[config.mk]
export PLATFORM = sky130hd
export DESIGN_NAME = pre_front
export DESIGN_NICKNAME = d
export VERILOG_FILES = /design/src/assert_macros.svh /design/src/pre_pkg.sv /design/src/pre_front.sv
export SDC_FILE = /design/constraint.sdc
export NUM_CORES = 1
export LEC_CHECK = 0
export BUFFER_PORTS_ARGS = -buffer_cell sky130_fd_sc_hd__buf_4
export CAP_MARGIN = 20
export CORE_MARGIN = 10
export CORE_UTILIZATION = 55
export CTS_BUF_LIST = sky130_fd_sc_hd__clkbuf_4 sky130_fd_sc_hd__clkbuf_8
export CTS_CLUSTER_DIAMETER = 40
export DETAILED_ROUTE_END_ITERATION = 7
export PLACE_DENSITY = 0.75
export SETUP_SLACK_MARGIN = 0.1
export SKIP_CTS_REPAIR_TIMING = 1
export SLEW_MARGIN = 20
export SYNTH_ARGS = -nofsm -noshare
export SYNTH_HDL_FRONTEND = slang
export SYNTH_SLANG_ARGS = --single-unit
[constraint.sdc]
create_clock -name clk -period 41.7 [get_ports clk]
set_clock_uncertainty 0.1 [all_clocks]
set_input_delay 8.34 -clock clk [delete_from_list [all_inputs] [get_ports clk]]
set_output_delay 8.34 -clock clk [all_outputs]
set_load 0.1 [all_outputs]
[src/assert_macros.svh]
// Assertion macros used by the RTL (pre_fifo includes them).
`ifndef ASSERT_MACROS_SVH
`define ASSERT_MACROS_SVH
`ifndef ASSERT_OFF
`define ASSERT_IMP(lbl, clk, rst_n, pre, post) \
	lbl: assert property (@(posedge clk) disable iff (!rst_n) (pre) |-> (post)) \
		else $error("assertion failed");
`define ASSERT_NXT(lbl, clk, rst_n, pre, post) \
	lbl: assert property (@(posedge clk) disable iff (!rst_n) (pre) |=> (post)) \
		else $error("assertion failed");
`else
`define ASSERT_IMP(lbl, clk, rst_n, pre, post)
`define ASSERT_NXT(lbl, clk, rst_n, pre, post)
`endif
`endif

[src/pre_pkg.sv]
package pre_pkg;
	localparam int GUARD = 8;
	localparam int ANG_W = 33;
	localparam logic [31:0] GAIN_INV = 32'd2608131496;
	localparam logic [31:0] HALF_TURN = 32'h8000_0000;
	localparam logic signed [ANG_W-1:0] QUARTER_TURN = 33'sd1073741824;
	localparam logic signed [ANG_W-1:0] HALF_TURN_S = 33'sd2147483648;

	// degree/64 to binary angle: 2^32/23040 = 2^23/45
	localparam logic [17:0] DIV_OFS = 18'd32805;
	localparam logic [11:0] DIV_BIAS = 12'd729;
	localparam logic [33:0] RECIP45 = 34'd93207;
	localparam logic [23:0] FRAC_STEP = 24'd186413;
	localparam logic [21:0] FRAC_RECIP = 22'd1457;

	function automatic logic [31:0] atan_lut(input logic [4:0] k);
		case (k)
			5'd0: return 32'd536870912;
			5'd1: return 32'd316933406;
			5'd2: return 32'd167458907;
			5'd3: return 32'd85004756;
			5'd4: return 32'd42667331;
			5'd5: return 32'd21354465;
			5'd6: return 32'd10679838;
			5'd7: return 32'd5340245;
			5'd8: return 32'd2670163;
			5'd9: return 32'd1335087;
			5'd10: return 32'd667544;
			5'd11: return 32'd333772;
			5'd12: return 32'd166886;
			5'd13: return 32'd83443;
			5'd14: return 32'd41722;
			5'd15: return 32'd20861;
			5'd16: return 32'd10430;
			5'd17: return 32'd5215;
			5'd18: return 32'd2608;
			5'd19: return 32'd1304;
			5'd20: return 32'd652;
			5'd21: return 32'd326;
			5'd22: return 32'd163;
			5'd23: return 32'd81;
			5'd24: return 32'd41;
			5'd25: return 32'd20;
			5'd26: return 32'd10;
			5'd27: return 32'd5;
			5'd28: return 32'd3;
			5'd29: return 32'd1;
			5'd30: return 32'd1;
			default: return 32'd0;
		endcase
	endfunction
endpackage

[src/pre_front.sv]
module pre_front #(
	parameter int CW = 24,
	parameter int IW = 36
) (
	input  logic                      clk,
	input  logic                      arst_n,
	input  logic                      req_valid,
	output logic                      req_ready,
	input  logic signed [CW-1:0]      x_in,
	input  logic signed [CW-1:0]      y_in,
	input  logic signed [CW-1:0]      z_in,
	input  logic signed [CW-1:0]      e_in,
	input  logic signed [15:0]        angle_change,
	input  logic signed [CW-1:0]      radius_change,
	output logic                      item_valid,
	input  logic                      item_ready,
	output logic [2*IW+3*CW+33:0]     item
);
	import pre_pkg::*;

	typedef struct packed {
		logic signed [IW-1:0] u;
		logic signed [IW-1:0] v;
		logic                 half;
		logic                 org;
		logic signed [CW-1:0] dr;
		logic signed [CW-1:0] z;
		logic signed [CW-1:0] e;
	} car_t;

	car_t car_d, car_s1, car_s2, car_s3, car_s4;
	logic vld_s1, vld_s2, vld_s3, vld_s4;
	logic en;
	logic signed [IW-1:0] xe, ye;
	logic [17:0] dsum;
	logic [16:0] dp_s1;
	logic [33:0] p1_s1;
	logic [11:0] qp, qp_s2, qp_s3;
	logic [5:0] rd_s2;
	logic [10:0] tt;
	logic [21:0] t1_s3;
	logic [23:0] rdm_s3;
	logic [31:0] dth_s4;

	assign en = !vld_s4 || item_ready;
	assign req_ready = en;
	assign item_valid = vld_s4;
	assign item = {car_s4, dth_s4};

	always_comb begin
		xe = IW'(x_in) <<< GUARD;
		ye = IW'(y_in) <<< GUARD;
		car_d.org = (x_in == '0) && (y_in == '0);
		car_d.half = ye < 0;
		car_d.u = car_d.half ? -ye : ye;
		car_d.v = car_d.half ? -xe : xe;
		car_d.dr = radius_change;
		car_d.z = z_in;
		car_d.e = e_in;
		dsum = 18'(angle_change) + DIV_OFS;
		qp = p1_s1[33:22];
		tt = 11'(rd_s2) * 11'd23 + 11'd22;
	end

	always_ff @(posedge clk) begin
		if (en) begin
			car_s1 <= car_d;
			dp_s1 <= dsum[16:0];
			p1_s1 <= 34'(dsum[16:0]) * RECIP45;
			car_s2 <= car_s1;
			qp_s2 <= qp;
			rd_s2 <= 6'(dp_s1 - 17'(qp) * 17'd45);
			car_s3 <= car_s2;
			qp_s3 <= qp_s2;
			t1_s3 <= 22'(tt) * FRAC_RECIP;
			rdm_s3 <= 24'(rd_s2) * FRAC_STEP;
			car_s4 <= car_s3;
			dth_s4 <= {9'(qp_s3 - DIV_BIAS), 23'd0} + 32'(rdm_s3) + 32'(t1_s3[21:16]);
		end
	end

	always_ff @(posedge clk or negedge arst_n) begin
		if (!arst_n) begin
			vld_s1 <= 1'b0;
			vld_s2 <= 1'b0;
			vld_s3 <= 1'b0;
			vld_s4 <= 1'b0;
		end else if (en) begin
			vld_s1 <= req_valid;
			vld_s2 <= vld_s1;
			vld_s3 <= vld_s2;
			vld_s4 <= vld_s3;
		end
	end
endmodule

==> flow_summary_export.csv, run 1 <==
group,metric,value,unit
run_status,status,"finished clean",
place,dp_hpwl,41.4,mm
clock_tree,numCtsBuffers,96,
drt,wl_per_cell,18.1,um
synth,synth_most_common_cell,"edfxtp_1",
floorplanning,die_area,0.0634,mm^2
synth,ys_types,60,
clock_tree,cts_tree,"done",
layout,nets,2806,
synth,yosysSeqAreaShare,63.4,%
floorplanning,start_util,55.9,%
grt,antenna_found_initial,4,
timing,hold_viol_final,0,
flow_run,max_cap_violations,0,
drt,firstDrtPassIters,7,
worst_setup_path,path_class,"in -> out",
drt,antenna_left,0,
worst_setup_path,worst-path-buf-inv,2,
worst_setup_path,worstPathMaxFanout,40,
synth,yosys.area.top_type_share,63.1,%
synth,yosys-top-cells-area,"edfxtp_1 63%, ha_1 11%, fa_1 9.3%, inv_1 3.7%, xnor2_1 3.4%",
floorplanning,core_region_area,0.0529,mm^2
timing,fmax,0.0564,GHz
place,gp_congestion,0.905,
timing,setup_violations,0,
synth,synthFlopType,"edfxtp_1",
synth,synthTopCellsByCount,"621 x edfxtp_1, 292 x inv_1, 250 x ha_1, 137 x fa_1, 114 x xnor2_1",
floorplanning,io_pins,320,
worst_setup_path,startpoint_type,"input pin",
drt,wl_met3,4.00,mm
timing,fin_crit_sh,42.5,%
timing,relSlewSlack,32.8,%
floorplanning,die_h,252,um
clock_tree,clk_pin_slew,0.07,ns
grt,grt_pass1_vias,16400,
synth,synth_area,0.0296,mm^2
timing,grt_setup_unrepaired,"false",
timing,worst_slack,23.98,ns
clock_tree,clk_path_buf_depth,3,
synth,ys_ff_latch,625,
drt,dr_wl_met2,27.3,mm
timing,fin_crit,17.72,ns
layout,post_route_cells_drive_above_1_share,20.6,%
place,portBuffers,303,
drt,wl_met1,22.6,mm
synth,yosysWarnings,0,
worst_setup_path,arrival,9.28,ns
drt,initialDrtViolationCount,860,
drt,wirelength,55.2,mm
grt,grt_max_degree,188,
layout,area_growth,17.8,%
drt,routed_via_density,5.13,
synth,async_reset_ff_share,0.640,%
clock_tree,clk_latency,0.67,ns
min_path,hold_path.class,"reg -> reg",
timing,slew_viol_final,0,
synth,synth_edf_count,621,
synth,yosys.area.top_type,"edfxtp_1",
floorplanning,rows,84,
place,place_ws,24.00,ns
drt,vias,15600,
worst_setup_path,cp-end-kind,"output pin",
timing,tightest_slew,1.01,ns
clock_tree,htree_levels,3,
synth,synth.avg_cell_area,15.7,um^2
drt,drc,0,
floorplanning,die_w,252,um
worst_setup_path,path_cells,"buf_4, nand2b_4, buf_4",
worst_setup_path,critical-path-max-stage-delay,0.46,ns
timing,fin_setup_tns,0,ns
clock_tree,cts_root_buf,"clkbuf_8",
worst_setup_path,cp.required,33.26,ns
drt,maxUsedRoutingLayer,"met5",
grt,grt_pass1_wl,87.0,mm
worst_setup_path,cp_slowest_cell,"nand2b_4",
synth,syn_inst,1881,
worst_setup_path,crit_path_frequent_cell,"buf_4",
grt,grt_util_all_layers,17.4,%
clock_tree,clock_sinks,625,
grt,grt-ovfl-total,0,
worst_setup_path,cpLargestDelayFamily,"buffers and inverters",
==> placed cells by master (no fill, tap or decap), types with 34 or more instances in the layout <==
master,count
clkbuf_8,97
o21ai_0,37
inv_1,292
buf_4,308
nor2_1,34
fa_1,137
edfxtp_1,621
nand2_1,57
ha_1,250
a21oi_1,44
xor2_1,38
xnor2_1,114
==> final timing paths <==
kind	from	to	slack [ns]	cells after the start
min in group asynchronous	arst_n	vld_s3	7.35	1
max	item_ready	req_ready	23.98	3
min	car_s1[67]	car_s2[67]	0.28	0
min reg2reg	car_s1[67]	car_s2[67]	0.28	0
max reg2reg	rd_s2[2]	t1_s3[21]	33.48	25
max in group asynchronous	arst_n	item_valid	34.05	1
==> metrics by stage <==
stage / area (um^2) / hold WS, ns / util, % / instances
after global placement: 32700 / 0.300 / 61.8 / 2868
after detailed placement: 32700 / 0.305 / 61.8 / 2868
after global routing: 34800 / 0.278 / 65.9 / 3052
after CTS: 34800 / 0.267 / 65.9 / 3048
after floorplan: 29600 / 0.300 / - / 1900
final: 34800 / 0.276 / 65.9 / 3052
==> final cells by class <==
class                      count  area [um^2]
tap                          688          861
multi-input combinational    954         9640
fill                        3683        18000
clock buffer                 120         1510
inverter                     292         1100
sequential                   625        18700
timing repair buffer         310         2350
clock inverter                60          632
antenna                        3         7.51
==> cells by family (layout without fill, tap and decap cells) <==
logic type / after synthesis / after routing / share of synthesized area (%)
flip-flops: 625 / 625 / 63.4
adder cells (fa/ha/maj): 387 / 387 / 19.9
buffers and inverters: 321 / 782 / 4.28
AND/OR/NAND/NOR: 206 / 206 / 3.63
AO/OA/AOI/OAI: 184 / 184 / 4.12
XOR/XNOR: 152 / 152 / 4.50
multiplexers: 5 / 5 / 0.190
other: 1 / 23 / 0.0127
==> worst register-to-register path, stage by stage, from the launching register on <==
cell,delay [ns]
edfxtp_1,0.55
inv_1,0.16
fa_1,0.56
inv_1,0.05
ha_1,0.26
inv_1,0.05
fa_1,0.51
inv_1,0.08
fa_1,0.46
a21o_1,0.20
a21oi_1,0.23
o21bai_1,0.09
a21oi_1,0.18
xnor2_1,0.31
ha_1,0.37
fa_1,0.48
fa_1,0.52
fa_1,0.53
ha_1,0.32
ha_1,0.29
and4_1,0.19
a21oi_1,0.14
o211ai_1,0.23
or4_1,0.55
and4_1,0.21
or3_1,0.37
==> metal layers <==
metal,global-route usage (%),up-vias
li1,-,7490
met1,22.0,7623
met2,29.2,435
met3,4.30,93
met4,6.11,2
met5,0,-
==> state kept, by name (all words and copies together) (netlist names), 6 cells and up <==
register,cells
car_s1,130
car_s2,130
car_s3,130
item,130
dth_s4,32
rdm_s3,23
p1_s1,9
qp_s2,9
qp_s3,9
t1_s3,7
dp_s1,6
rd_s2,6
Power of run 1 is not shown: default switching activity piles up to over one toggle a cycle in this logic, so the estimate is an artifact.
==> run 2: changes to the inputs <==
Settings changed: ABC_AREA set to 1.
Clock period 41.7 ns to 17.1 ns, I/O delays scaled along.
==> flow_summary_export.csv, run 2 <==
group,metric,value,unit
floorplanning,die_h,258,um
floorplanning,die_w,258,um
grt,grt_pass1_vias,19000,
worst_setup_path,worstPathMaxFanout,5,
synth,synth_top_family_by_area,"adder cells",
place,place_ws,7.57,ns
synth,synth_most_common_cell,"edfxtp_1",
floorplanning,start_util,55.5,%
clock_tree,cts_root_buf,"clkbuf_8",
synth,synthXorXnorAreaFrac,3.39,%
worst_setup_path,cp.required,17.45,ns
drt,routed_via_density,5.02,
worst_setup_path,cp-end-kind,"flip-flop",
synth,yosys.area.top_type_share,59.7,%
synth,ys_ff_latch,625,
drt,initialDrtViolationCount,1092,
worst_setup_path,cp_slowest_cell,"fa_1",
synth,syn_inst,2406,
worst_setup_path,startpoint_type,"input pin",
grt,grt_max_degree,191,
drt,wl_per_cell,17.7,um
synth,synthFlopType,"edfxtp_1",
synth,synth_compound_area_share,2.83,%
layout,area_growth,16.9,%
clock_tree,clk_pin_slew,0.06,ns
layout,final_common_cell,"edfxtp_1",
worst_setup_path,worst-path-buf-inv,6,
drt,wirelength,64.6,mm
min_path,hold_path.class,"reg -> reg",
timing,fmax,0.114,GHz
timing,worst_slack,8.30,ns
timing,fin_setup_tns,0,ns
timing,grt_setup_unrepaired,"false",
clock_tree,numCtsBuffers,101,
synth,yosys-top-cells-area,"edfxtp_1 60%, ha_1 10%, fa_1 8.8%, inv_1 5.3%, nand2_1 4.2%",
floorplanning,rows,87,
synth,ys_types,47,
grt,grt-ovfl-total,0,
timing,fin_crit,8.80,ns
place,gp_congestion,0.923,
timing,relSlewSlack,28.0,%
drt,drc,0,
clock_tree,cts_tree,"done",
layout,final_cell_mix,"621 x edfxtp_1, 441 x inv_1, 349 x nand2_1",
place,dp_hpwl,50.6,mm
timing,setup_violations,0,
clock_tree,clock_sinks,625,
place,place_area,0.0344,mm^2
timing,tightest_slew,1.08,ns
synth,synthAdderAreaFrac,18.8,%
clock_tree,clk_latency,0.71,ns
drt,vias,18400,
synth,synth-simple-area-share,9.00,%
place,portBuffers,303,
synth,yosysSeqAreaShare,60.0,%
clock_tree,clk_path_buf_depth,3,
worst_setup_path,cpLargestDelayFamily,"adder cells",
run_status,status,"finished clean",
timing,slew_viol_final,0,
synth,synthTopCellsByCount,"621 x edfxtp_1, 441 x inv_1, 350 x nand2_1, 250 x ha_1, 137 x fa_1",
synth,synth_edf_count,621,
grt,grt_pass1_wl,103,mm
layout,fin_area,0.0365,mm^2
timing,hold_viol_final,0,
floorplanning,die_area,0.0667,mm^2
synth,synth.avg_cell_area,13.0,um^2
floorplanning,io_pins,320,
layout,nets,3339,
drt,antenna_left,0,
worst_setup_path,path_class,"in -> reg",
flow_run,max_cap_violations,0,
layout,fin_util,64.8,%
worst_setup_path,arrival,9.16,ns
floorplanning,core_region_area,0.0563,mm^2
synth,yosysWarnings,0,
layout,post_route_cells_drive_above_1_share,17.8,%
synth,muxShareOfSynthArea,0.0721,%
synth,synth_area,0.0312,mm^2
grt,grt_util_all_layers,19.5,%
synth,async_reset_ff_share,0.640,%
timing,fin_crit_sh,51.5,%
grt,antenna_found_initial,3,
drt,firstDrtPassIters,5,
clock_tree,htree_levels,3,
synth,yosys.area.top_type,"edfxtp_1",
worst_setup_path,critical-path-max-stage-delay,0.56,ns
layout,fillers,4106,
run 2: path summary, 6_finish.rpt:
path / startpoint / to / slack [ns] / cells past startpoint
max: angle_change[0] / p1_s1[30] / 8.30 / 25
min: qp_s2[4] / qp_s3[4] / 0.29 / 0
max reg2reg: rd_s2[4] / t1_s3[18] / 9.80 / 26
min reg2reg: qp_s2[4] / qp_s3[4] / 0.29 / 0
max in group asynchronous: arst_n / item_valid / 14.40 / 1
min in group asynchronous: arst_n / vld_s3 / 2.40 / 1
run 2: layout make-up:
class                   instances  area [um^2]  area share (%)
diodes                          3         7.51          0.0206
clock buffers                 137         1660            4.55
clock inverters                48          407            1.11
inverters                     443         1660            4.56
multi-input cells            1333        10700            29.4
flip-flops and latches        625        18700            51.4
well taps                     756          946            2.59
repair buffers                308         2320            6.37
run 2: kinds of logic after synthesis:
logic type,after synthesis
XOR/XNOR,121
buffers and inverters,467
adder cells (fa/ha/maj),387
flip-flops,625
other,1
AND/OR/NAND/NOR,649
AO/OA/AOI/OAI,154
multiplexers,2
run 2: per-stage QoR:
step / hold slack [ns] / instances
finish: 0.289 / 3653
global route: 0.298 / 3653
CTS: 0.287 / 3650
detailed placement: 0.305 / 3465
global placement: 0.300 / 3465
floorplan: 0.300 / 2425
run 2: routing by layer:
| metal | up-vias | track usage (%) | part of all wire, % |
|---|---|---|---|
| li1 | 8917 | - | - |
| met1 | 8865 | 24.3 | 41 |
| met2 | 464 | 33.5 | 51 |
| met3 | 106 | 3.85 | 5.1 |
| met4 | 0 | 7.16 | 3.0 |
| met5 | - | 0 | 0 |
Power of run 2 is left out for the same reason.
