### src/assert_macros.svh
// Assertion macros used by the RTL (pre_fifo includes them).
`ifndef ASSERT_MACROS_SVH
`define ASSERT_MACROS_SVH
`ifndef ASSERT_OFF
`define ASSERT_IMP(lbl, clk, rst_n, pre, post) \
	lbl: assert property (@(posedge clk) disable iff (!rst_n) (pre) |-> (post)) \
		else $error("assertion failed");
`define ASSERT_NXT(lbl, clk, rst_n, pre, post) \
	lbl: assert property (@(posedge clk) disable iff (!rst_n) (pre) |=> (post)) \
		else $error("assertion failed");
`else
`define ASSERT_IMP(lbl, clk, rst_n, pre, post)
`define ASSERT_NXT(lbl, clk, rst_n, pre, post)
`endif
`endif

### src/pre_fifo.sv
`include "assert_macros.svh"
module pre_fifo #(
	parameter int W = 8,
	parameter int DEPTH = 4
) (
	input  logic         clk,
	input  logic         arst_n,
	input  logic         wr_valid,
	output logic         wr_ready,
	input  logic [W-1:0] wr_data,
	output logic         rd_valid,
	input  logic         rd_ready,
	output logic [W-1:0] rd_data
);
	localparam int AW = (DEPTH > 1) ? $clog2(DEPTH) : 1;

	logic [W-1:0] mem_q [DEPTH];
	logic [AW-1:0] wp_q, rp_q;
	logic [AW:0] cnt_q;
	logic push, pop;

	assign wr_ready = (cnt_q != (AW+1)'(DEPTH));
	assign rd_valid = (cnt_q != '0);
	assign push = wr_valid && wr_ready;
	assign pop = rd_valid && rd_ready;
	assign rd_data = mem_q[rp_q];

	always_ff @(posedge clk) begin
		if (push) begin
			mem_q[wp_q] <= wr_data;
		end
	end

	always_ff @(posedge clk or negedge arst_n) begin
		if (!arst_n) begin
			wp_q <= '0;
			rp_q <= '0;
			cnt_q <= '0;
		end else begin
			if (push) begin
				wp_q <= (wp_q == AW'(DEPTH-1)) ? '0 : wp_q + 1'b1;
			end
			if (pop) begin
				rp_q <= (rp_q == AW'(DEPTH-1)) ? '0 : rp_q + 1'b1;
			end
			if (push && !pop) begin
				cnt_q <= cnt_q + 1'b1;
			end else if (pop && !push) begin
				cnt_q <= cnt_q - 1'b1;
			end
		end
	end

	`ASSERT_IMP(a_cnt_max, clk, arst_n, 1'b1, cnt_q <= (AW+1)'(DEPTH))
	`ASSERT_NXT(a_cnt_up, clk, arst_n, push && !pop, cnt_q == $past(cnt_q) + 1'b1)
	`ASSERT_NXT(a_cnt_dn, clk, arst_n, pop && !push, cnt_q == $past(cnt_q) - 1'b1)
endmodule

### config.mk
export PLATFORM = sky130hd
export DESIGN_NAME = pre_fifo
export DESIGN_NICKNAME = d
export VERILOG_FILES = /design/src/pre_fifo.sv
export VERILOG_INCLUDE_DIRS = /design/src /design/src/src
export SDC_FILE = /design/constraint.sdc
export NUM_CORES = 1
export LEC_CHECK = 0
export BUFFER_PORTS_ARGS = -buffer_cell sky130_fd_sc_hd__clkbuf_2
export CORE_UTILIZATION = 42
export CTS_CLUSTER_DIAMETER = 80
export CTS_CLUSTER_SIZE = 24
export DETAILED_ROUTE_END_ITERATION = 8
export GPL_ROUTABILITY_DRIVEN = 0
export GPL_TIMING_DRIVEN = 0
export PLACE_DENSITY_LB_ADDON = 0.1
export REMOVE_ABC_BUFFERS = 1
export SYNTH_ARGS = -nofsm -noshare
export SYNTH_HDL_FRONTEND = slang
export SYNTH_SLANG_ARGS = --single-unit
### constraint.sdc
create_clock -name clk -period 3.2 [get_ports clk]
set_clock_uncertainty 0.2 [all_clocks]
set_input_delay 0 -clock clk [delete_from_list [all_inputs] [get_ports clk]]
set_output_delay 0 -clock clk [all_outputs]
set_load 0.05 [all_outputs]
==> run metrics, run 1 <==
status=complete, no violations; Worst Reg-to-Reg Cells=8; Core ar.=0.00366 sq mm; row cnt=22; DIE HEIGHT=63.6 um; drt wl/cell=15.1 um; pins over their slew limit=0; Cells after DPL=145; initial core utilization=43.5%; P per Cell Area=959 mW/mm^2; YS warnings=0; Worst Tran Pin Value=0.622 ns; non-filler instance count after layout=165; Slew HR=58.5%; post-route cell area=0.00195 sq mm; area of the multi-input gates=438 sq um; FF+latch area=0.00114 sq mm; # DRC=0; hold slack=0.277 ns; maximum vdd drop=478 uV; first-pass GRT wire length=4.06 mm; GRT Util Overall=14.7%; setup TNS=0 ns; Critical Path Fanout Max=4; Synth Cell Area=0.00159 sq mm; Reg2Reg Setup Slack=0.82 ns; RSZ-0062 raised after global routing=no; uppermost layer routed=met4; DP HPWL=1.65 mm; Die X=63.6 um; clock sink count=39; Seq cells post-synth=39; reg2reg start=cnt_q[0]$_DFFE_PN0P_; PortBufs=21; Via Count=795; sequential share of the synthesized area=71.3%; CTS Hold Buffers Added=12; TritonCTS clock tree=yes; Max-Cap Viols=0; H-tree depth reported by CTS=2; Hold Startpoint=wr_data[2]; Setup Crit Path Kind=reg2reg; number of DRC markers in iteration 0=24; Filler Cell Count=309; io pins=22; Hold WC Path Type=in2reg; WP data required=3.21 ns; CP endpoint kind=flop; wl on met1=1.03 mm; setup bufs post-CTS=0; Post-DRT Antenna Nets=0; CP arrival=2.39 ns; Synth Area per Inst=20.4 sq um; worst flop-to-flop path endpoint=cnt_q[2]$_DFFE_PN0P_; P_leak=0.000751 uW; vias in the first global route=871; min Tclk post-route=2.38 ns; initial antenna violation count=0; CTS clk-pin slew, worst paths=0.07 ns; routed wl met3=94 um; first-pass iteration count of the detailed router=3; total grt overflow=0; drt via density=4.82; Synth cell types=18; Worst Setup Start Kind=flop; final hold violation count=0; final net count=135; worst-skew pair later-pin latency=0.28 ns; dpl cell area=0.00175 sq mm; Post-Route WL=2.48 mm; Setup violations, final=0; die area=0.00405 sq mm; CTS Buf Count=5; Hold EP=mem_q[2][2]$_DFFE_PP_; Gate Count Post-Synth=78; root buffer cell=clkbuf_8; Tcrit/Tclk final=74.3%; CTS resizes=0; WL met2=1.32 mm; layout cells sized above 1=40.2%; pin count of the biggest net entering global routing=12; hold depth=2; maximum root-to-sink buffer count=2; Max Clock Freq=421 MHz; number of diodes=0; synthesis-to-finish area growth=22.4%
cells in the final DEF (no fill, tap or decap):
cell type      synthesis  layout
edfxtp_1              32      32
clkbuf_2               0      21
dlygate4sd3_1          0      12
mux4_2                 8       8
dfrtp_1                7       7
ha_1                   6       6
clkbuf_8               0       5
and3_2                 4       4
inv_1                  3       3
mux2_2                 3       3
nor2_1                 3       3
mux2_4                 2       2
xor2_1                 2       2
clkbuf_1               0       2
or3b_4                 1       1
and2_4                 1       1
or3_2                  1       1
nand2_1                1       1
xnor2_1                1       1
fa_1                   1       1
clkinv_2               0       1
metrics by stage:
stage	power, uW	worst slack [ns]	util (%)
global route	1980	0.657	53.3
finish	1870	0.823	53.3
floorplan	1410	0.733	-
global placement	1570	0.847	47.8
detailed placement	1580	0.808	47.8
CTS	1900	0.788	53.3
report_power, final:
part	leakage (uW)	switching, uW	internal [uW]	total (uW)
logic	0.000333	459	299	759
registers	0.000375	119	687	807
clock network	0.0000422	154	153	307
total	0.000751	733	1140	1870
synth_stat cells:
library cell  count  share of area, %
mux2_4            2               1.9
mux4_2            8                11
or3b_4            1              0.71
xnor2_1           1              0.55
ha_1              6               4.7
nor2_1            3              0.71
inv_1             3              0.71
edfxtp_1         32                60
and2_4            1              0.55
and3_2            4               1.9
buf_2             1              0.31
fa_1              1               1.3
buf_1             1              0.24
mux2_2            3               2.1
xor2_1            2               1.1
nand2_1           1              0.24
dfrtp_1           7                11
or3_2             1              0.47
per-layer routing:
layer  vias up  global-route usage (%)
li1        377                       -
met1       397                    14.1
met2        17                    27.1
met3         4                    5.98
met4         0                    5.97
met5         -                       0
flip-flops by register name, summed over array words and instances, names as in the netlist:
name and count:
mem_q 32, wp_q 2, cnt_q 3, rp_q 2
cell type report:
type / count / area share, %
multi-input combinational: 34 / 22.4
inverter: 3 / 0.577
timing repair buffer: 33 / 11.5
clock buffer: 7 / 3.91
sequential: 39 / 58.2
tap: 48 / 3.08
clock inverter: 1 / 0.256
how the worst max path moves through the flow:
stage,slack [ns],cells past startpoint,start,to
2_1_floorplan,0.73,8,cnt_q[0]$_DFFE_PN0P_,cnt_q[2]$_DFFE_PN0P_
3_3_place_gp,0.85,8,cnt_q[0]$_DFFE_PN0P_,cnt_q[2]$_DFFE_PN0P_
3_5_place_dp,0.81,8,cnt_q[0]$_DFFE_PN0P_,cnt_q[2]$_DFFE_PN0P_
4_1_cts,0.79,8,cnt_q[0]$_DFFE_PN0P_,cnt_q[2]$_DFFE_PN0P_
5_1_grt,0.66,8,cnt_q[0]$_DFFE_PN0P_,cnt_q[2]$_DFFE_PN0P_
6_report,0.82,8,cnt_q[0]$_DFFE_PN0P_,cnt_q[2]$_DFFE_PN0P_
cells by family (layout without fill, tap and decap cells):
group	count (synthesis)	in the layout	synth area share, %
DFF	39	39	71.3
muxes	13	13	15.3
and+or+nand+nor	11	11	4.55
adders and majority gates	7	7	5.97
buffers and inverters	5	44	1.26
xor gates and xnor gates	3	3	1.65
worst max-delay path, stage by stage, from the launching register on:
cell and delay [ns]:
dfrtp_1 0.44, or3_2 0.49, nand2_1 0.15, ha_1 0.20
inv_1 0.06, fa_1 0.37, xor2_1 0.15, nor2_1 0.11
xor2_1 0.14
Power figures use the tool's default switching activity.
==> inputs of run 2 (changes only) <==
==> constraint.sdc (replaced) <==
create_clock -name clk -period 2.05 [get_ports clk]
set_clock_uncertainty 0.2 [all_clocks]
set_input_delay 0 -clock clk [delete_from_list [all_inputs] [get_ports clk]]
set_output_delay 0 -clock clk [all_outputs]
set_load 0.05 [all_outputs]
==> run metrics, run 2 (synthesis gave the netlist of run 1 again) <==
status=finished with violations; failing checks=setup timing; total grt overflow=0; Max Clock Freq=463 MHz; GRT Util Overall=14.8%; Top reg by flops=mem_q; GRT Max-Usage Layer=met2; pins over their slew limit=0; final net count=140; first-pass iteration count of the detailed router=3; CTS clk-pin slew, worst paths=0.07 ns; number of DRC markers in iteration 0=19; Via Count=818; die area=0.00405 sq mm; layout cells sized above 1=48.4%; GR Util met1=14.1%; row cnt=22; Max-Cap Viols=0; drt wl/cell=15.0 um; non-filler instance count after layout=170; drt via density=4.81; Setup Crit Path Kind=reg2reg; Design Power=3040 uW; RSZ-0062 raised after global routing=yes; P per Cell Area=1510 mW/mm^2; biggest regs=mem_q x32, cnt_q x3; final hold violation count=0; Worst Tran Pin Value=0.457 ns; area of the multi-input gates=464 sq um; Filler Cell Count=300; synthesis-to-finish area growth=26.5%; met3 GRT Util=5.98%; pin count of the biggest net entering global routing=12; WP data required=2.02 ns; Setup violations, final=2; P_leak=0.000775 uW; initial antenna violation count=0; Post-Route WL=2.56 mm; TritonCTS clock tree=yes; Post-DRT Antenna Nets=0; Worst Setup Slack, final=-0.110 ns; Tcrit/Tclk final=105%; met2 Use GR=27.5%; CP arrival=2.13 ns; Critical Path Fanout Max=3; switching part of the total power=38.6%; max reg flops=32; maximum root-to-sink buffer count=2; Cells after DPL=145; FF+latch area=0.00114 sq mm; Seq pwr share=41.3%; Worst Setup Start Kind=flop; H-tree depth reported by CTS=2; maximum vdd drop=880 uV; logic gate share of total power=42.9%; min Tclk post-route=2.16 ns; DIE HEIGHT=63.6 um; clock sink count=39; Die X=63.6 um; PortBufs=21; io pins=22; vias in the first global route=896; initial core utilization=43.5%; most frequent cells in the layout=edfxtp_1 (32), clkbuf_2 (21), dlygate4sd3_1 (11); Post-Place Worst Slack=-0.342 ns; first-pass GRT wire length=4.11 mm; CTS Buf Count=5; clock share of power=15.8%; Hold WC Path Type=in2reg; worst-skew pair later-pin latency=0.28 ns; DP HPWL=1.65 mm; leading cell type in the layout, fill and taps excluded=edfxtp_1; CP endpoint kind=flop; Slew HR=69.5%; # DRC=0; root buffer cell=clkbuf_8; number of diodes=0; Sw Pwr=1170 uW; P_int=1860 uW; Core ar.=0.00366 sq mm
[run 2: worst paths after layout]
kind,slack (ns),cells after the start,to,startpoint
min,0.04,4,cnt_q[0]$_DFFE_PN0P_,wr_valid
max in group asynchronous,0.92,3,rp_q[0]$_DFFE_PN0P_,arst_n
max reg2reg,-0.11,6,cnt_q[1]$_DFFE_PN0P_,cnt_q[1]$_DFFE_PN0P_
min reg2reg,0.30,1,cnt_q[2]$_DFFE_PN0P_,cnt_q[2]$_DFFE_PN0P_
max,-0.11,6,cnt_q[1]$_DFFE_PN0P_,cnt_q[1]$_DFFE_PN0P_
min in group asynchronous,0.47,3,wp_q[0]$_DFFE_PN0P_,arst_n
[run 2: critical path, stage by stage (launching register included)]
cell and delay, ns:
dfrtp_1 0.40, or3b_4 0.40, and2_4 0.16, ha_4 0.16
inv_2 0.05, fa_2 0.41, mux2_2 0.26
[run 2: routing by layer]
metal  vias up  wire, um  part of all wire (%)
li1        386         -                     -
met1       411      1060                    41
met2        17      1370                    54
met3         4        96                   3.8
met4         0        34                   1.3
met5         -         0                     0
[run 2: per-stage QoR]
stage	setup TNS, ns	cell area, sq um	util [%]	hold WS [ns]
6_report	-0.192	2020	55.1	0.0403
5_1_grt	-0.320	2020	55.1	0.0595
4_1_cts	-0.204	2020	55.1	0.0182
3_5_place_dp	-0.642	1750	47.8	-0.350
3_3_place_gp	-0.572	1750	47.8	-0.355
2_1_floorplan	-0.803	1590	-	-0.496
[run 2: repair_timing]
action / CTS / global route
resized for setup: 9 / 0
endpoints found under the setup margin: 10 / 2
endpoints found under the hold margin: 43 / 0
cloned: 0 / 0
hold buffers: 11 / 0
pin swaps: 4 / 1
setup buffers: 6 / 0
[run 2: final cells by class]
type                    instances  share of cell area (%)
multi-input cells              34                    23.0
inverters                       3                   0.559
clock inverters                 1                   0.248
well taps                      48                    2.98
repair buffers                 38                    12.9
clock buffers                   7                    3.79
flip-flops and latches         39                    56.5
[run 2: power by group through the flow]
stage	logic (uW)	clock network, uW	registers, uW
5_1_grt	1390	539	1280
2_1_floorplan	977	0	1220
6_report	1300	480	1250
4_1_cts	1320	498	1260
3_5_place_dp	1190	0	1290
3_3_place_gp	1170	0	1270
==> inputs of run 3 (changes only) <==
--- a/config.mk
+++ b/config.mk
@@ -13,8 +13,11 @@
 export DETAILED_ROUTE_END_ITERATION = 8
 export GPL_ROUTABILITY_DRIVEN = 0
 export GPL_TIMING_DRIVEN = 0
+export HOLD_SLACK_MARGIN = 0.08
 export PLACE_DENSITY_LB_ADDON = 0.1
+export RECOVER_POWER = 100
 export REMOVE_ABC_BUFFERS = 1
+export SKIP_LAST_GASP = 1
 export SYNTH_ARGS = -nofsm -noshare
 export SYNTH_HDL_FRONTEND = slang
 export SYNTH_SLANG_ARGS = --single-unit
==> run metrics, run 3 (synthesis gave the netlist of run 1 again) <==
number of diodes=0; Max Clock Freq=463 MHz; Worst Setup Start Kind=flop; routed wl met3=91 um; Post-DRT Antenna Nets=0; hold slack=0.297 ns; Setup violations, final=2; Crit path max-delay family=adder cells; maximum root-to-sink buffer count=2; min Tclk post-route=2.16 ns; dpl cell area=0.00175 sq mm; Tcrit/Tclk final=105%; Slew HR=61.0%; uppermost layer routed=met4; final hold violation count=0; RSZ-0062 raised after global routing=yes; FF+latch area=0.00114 sq mm; pins over their slew limit=0; TritonCTS clock tree=yes; synthesis-to-finish area growth=25.6%; crit path buf inv count=1; H-tree depth reported by CTS=2; area of the multi-input gates=459 sq um; total grt overflow=0; Setup Crit Path Kind=reg2reg; row cnt=22; Via Count=819; drt wl/cell=15.0 um; maximum vdd drop=880 uV; Filler Cell Count=304; Core ar.=0.00366 sq mm; CP peak stage delay=0.41 ns; wl on met1=1.06 mm; DP HPWL=1.65 mm; Max-Cap Viols=0; GRT Util Overall=14.8%; die area=0.00405 sq mm; slowest cell on the critical path=fa_2; post-route cell area=0.00200 sq mm; Design Power=3020 uW; status=finished with violations; initial antenna violation count=0; # DRC=0; first-pass GRT wire length=4.13 mm; CP endpoint kind=flop; clock sink count=39; Post-Route WL=2.56 mm; biggest regs=mem_q x32, cnt_q x3; vias in the first global route=898; pin count of the biggest net entering global routing=12; Worst Tran Pin Value=0.588 ns; CP arrival=2.13 ns; final net count=141; crit-path cells=or3b_4 > and2_4 > ha_4 > inv_2 > fa_2 > mux2_2; failing checks=setup timing; Die X=63.6 um; worst-skew pair later-pin latency=0.28 ns; DIE HEIGHT=63.6 um; most frequent cells in the layout=edfxtp_1 (32), clkbuf_1 (13), dlygate4sd3_1 (12), clkbuf_2 (12), mux4_2 (8); P per Cell Area=1510 mW/mm^2; Reg2Reg Setup Slack=-0.11 ns; WP data required=2.02 ns; first-pass iteration count of the detailed router=3; CTS clk-pin slew, worst paths=0.07 ns; drt via density=4.79; Worst Setup Slack, final=-0.109 ns; Post-Place Worst Slack=-0.342 ns; root buffer cell=clkbuf_8; CTS Buf Count=5; PortBufs=21; WL met2=1.37 mm; initial core utilization=43.5%; max reg flops=32; io pins=22; P_leak=0.000748 uW; layout cells sized above 1=35.8%; Hold WC Path Type=reg2reg; Critical Path Fanout Max=3; setup TNS=-0.190 ns; Top reg by flops=mem_q; leading cell type in the layout, fill and taps excluded=edfxtp_1; number of DRC markers in iteration 0=23
-- run 3: cell types whose count changed in the layout (fill, tap and decap cells not counted) --
cell and delta:
clkbuf_1 +11, dlygate4sd3_1 +1, and3_1 +4, and3_2 -4
buf_4 -2, clkbuf_2 -9
-- run 3: repair_timing --
action | in CTS | in global routing
hold buffers | 12 | 0
pin swaps | 4 | 1
setup buffers | 6 | 0
setup endpoints to repair | 10 | 2
hold endpoints to repair | 46 | 0
resized for setup | 9 | 0
-- run 3: final cells by class --
cell class	count	area share (%)
Sequential cell	39	56.9
Multi-Input combinational cell	34	22.9
Timing Repair Buffer	39	12.6
Clock buffer	7	3.81
Tap cell	48	3.00
Inverter	3	0.563
Clock inverter	1	0.250
-- run 3: report_power, final --
group          internal, uW  switching [uW]
clock network           238             241
logic                   528             757
registers              1080             174
total                  1840            1170
-- run 3: path summary, 6_finish.rpt --
path                                   endpoint  cells after the start                  from
hold reg to reg            cnt_q[2]$_DFFE_PN0P_                      1  cnt_q[2]$_DFFE_PN0P_
setup reg to reg           cnt_q[1]$_DFFE_PN0P_                      6  cnt_q[1]$_DFFE_PN0P_
setup / recovery           cnt_q[1]$_DFFE_PN0P_                      6  cnt_q[1]$_DFFE_PN0P_
max in group asynchronous   rp_q[0]$_DFFE_PN0P_                      3                arst_n
hold / removal             cnt_q[2]$_DFFE_PN0P_                      1  cnt_q[2]$_DFFE_PN0P_
min in group asynchronous   wp_q[0]$_DFFE_PN0P_                      3                arst_n
-- run 3: routing by layer --
layer / track usage (%) / vias to the layer above
li1: - / 389
met1: 14.1 / 409
met2: 27.7 / 17
met3: 5.98 / 4
met4: 5.97 / 0
met5: 0 / -
-- run 3: metrics by stage --
step	utilization, %	cells
6_report	54.7	171
5_1_grt	54.7	171
4_1_cts	55.3	171
3_5_place_dp	47.8	145
3_3_place_gp	47.8	145
2_1_floorplan	-	76
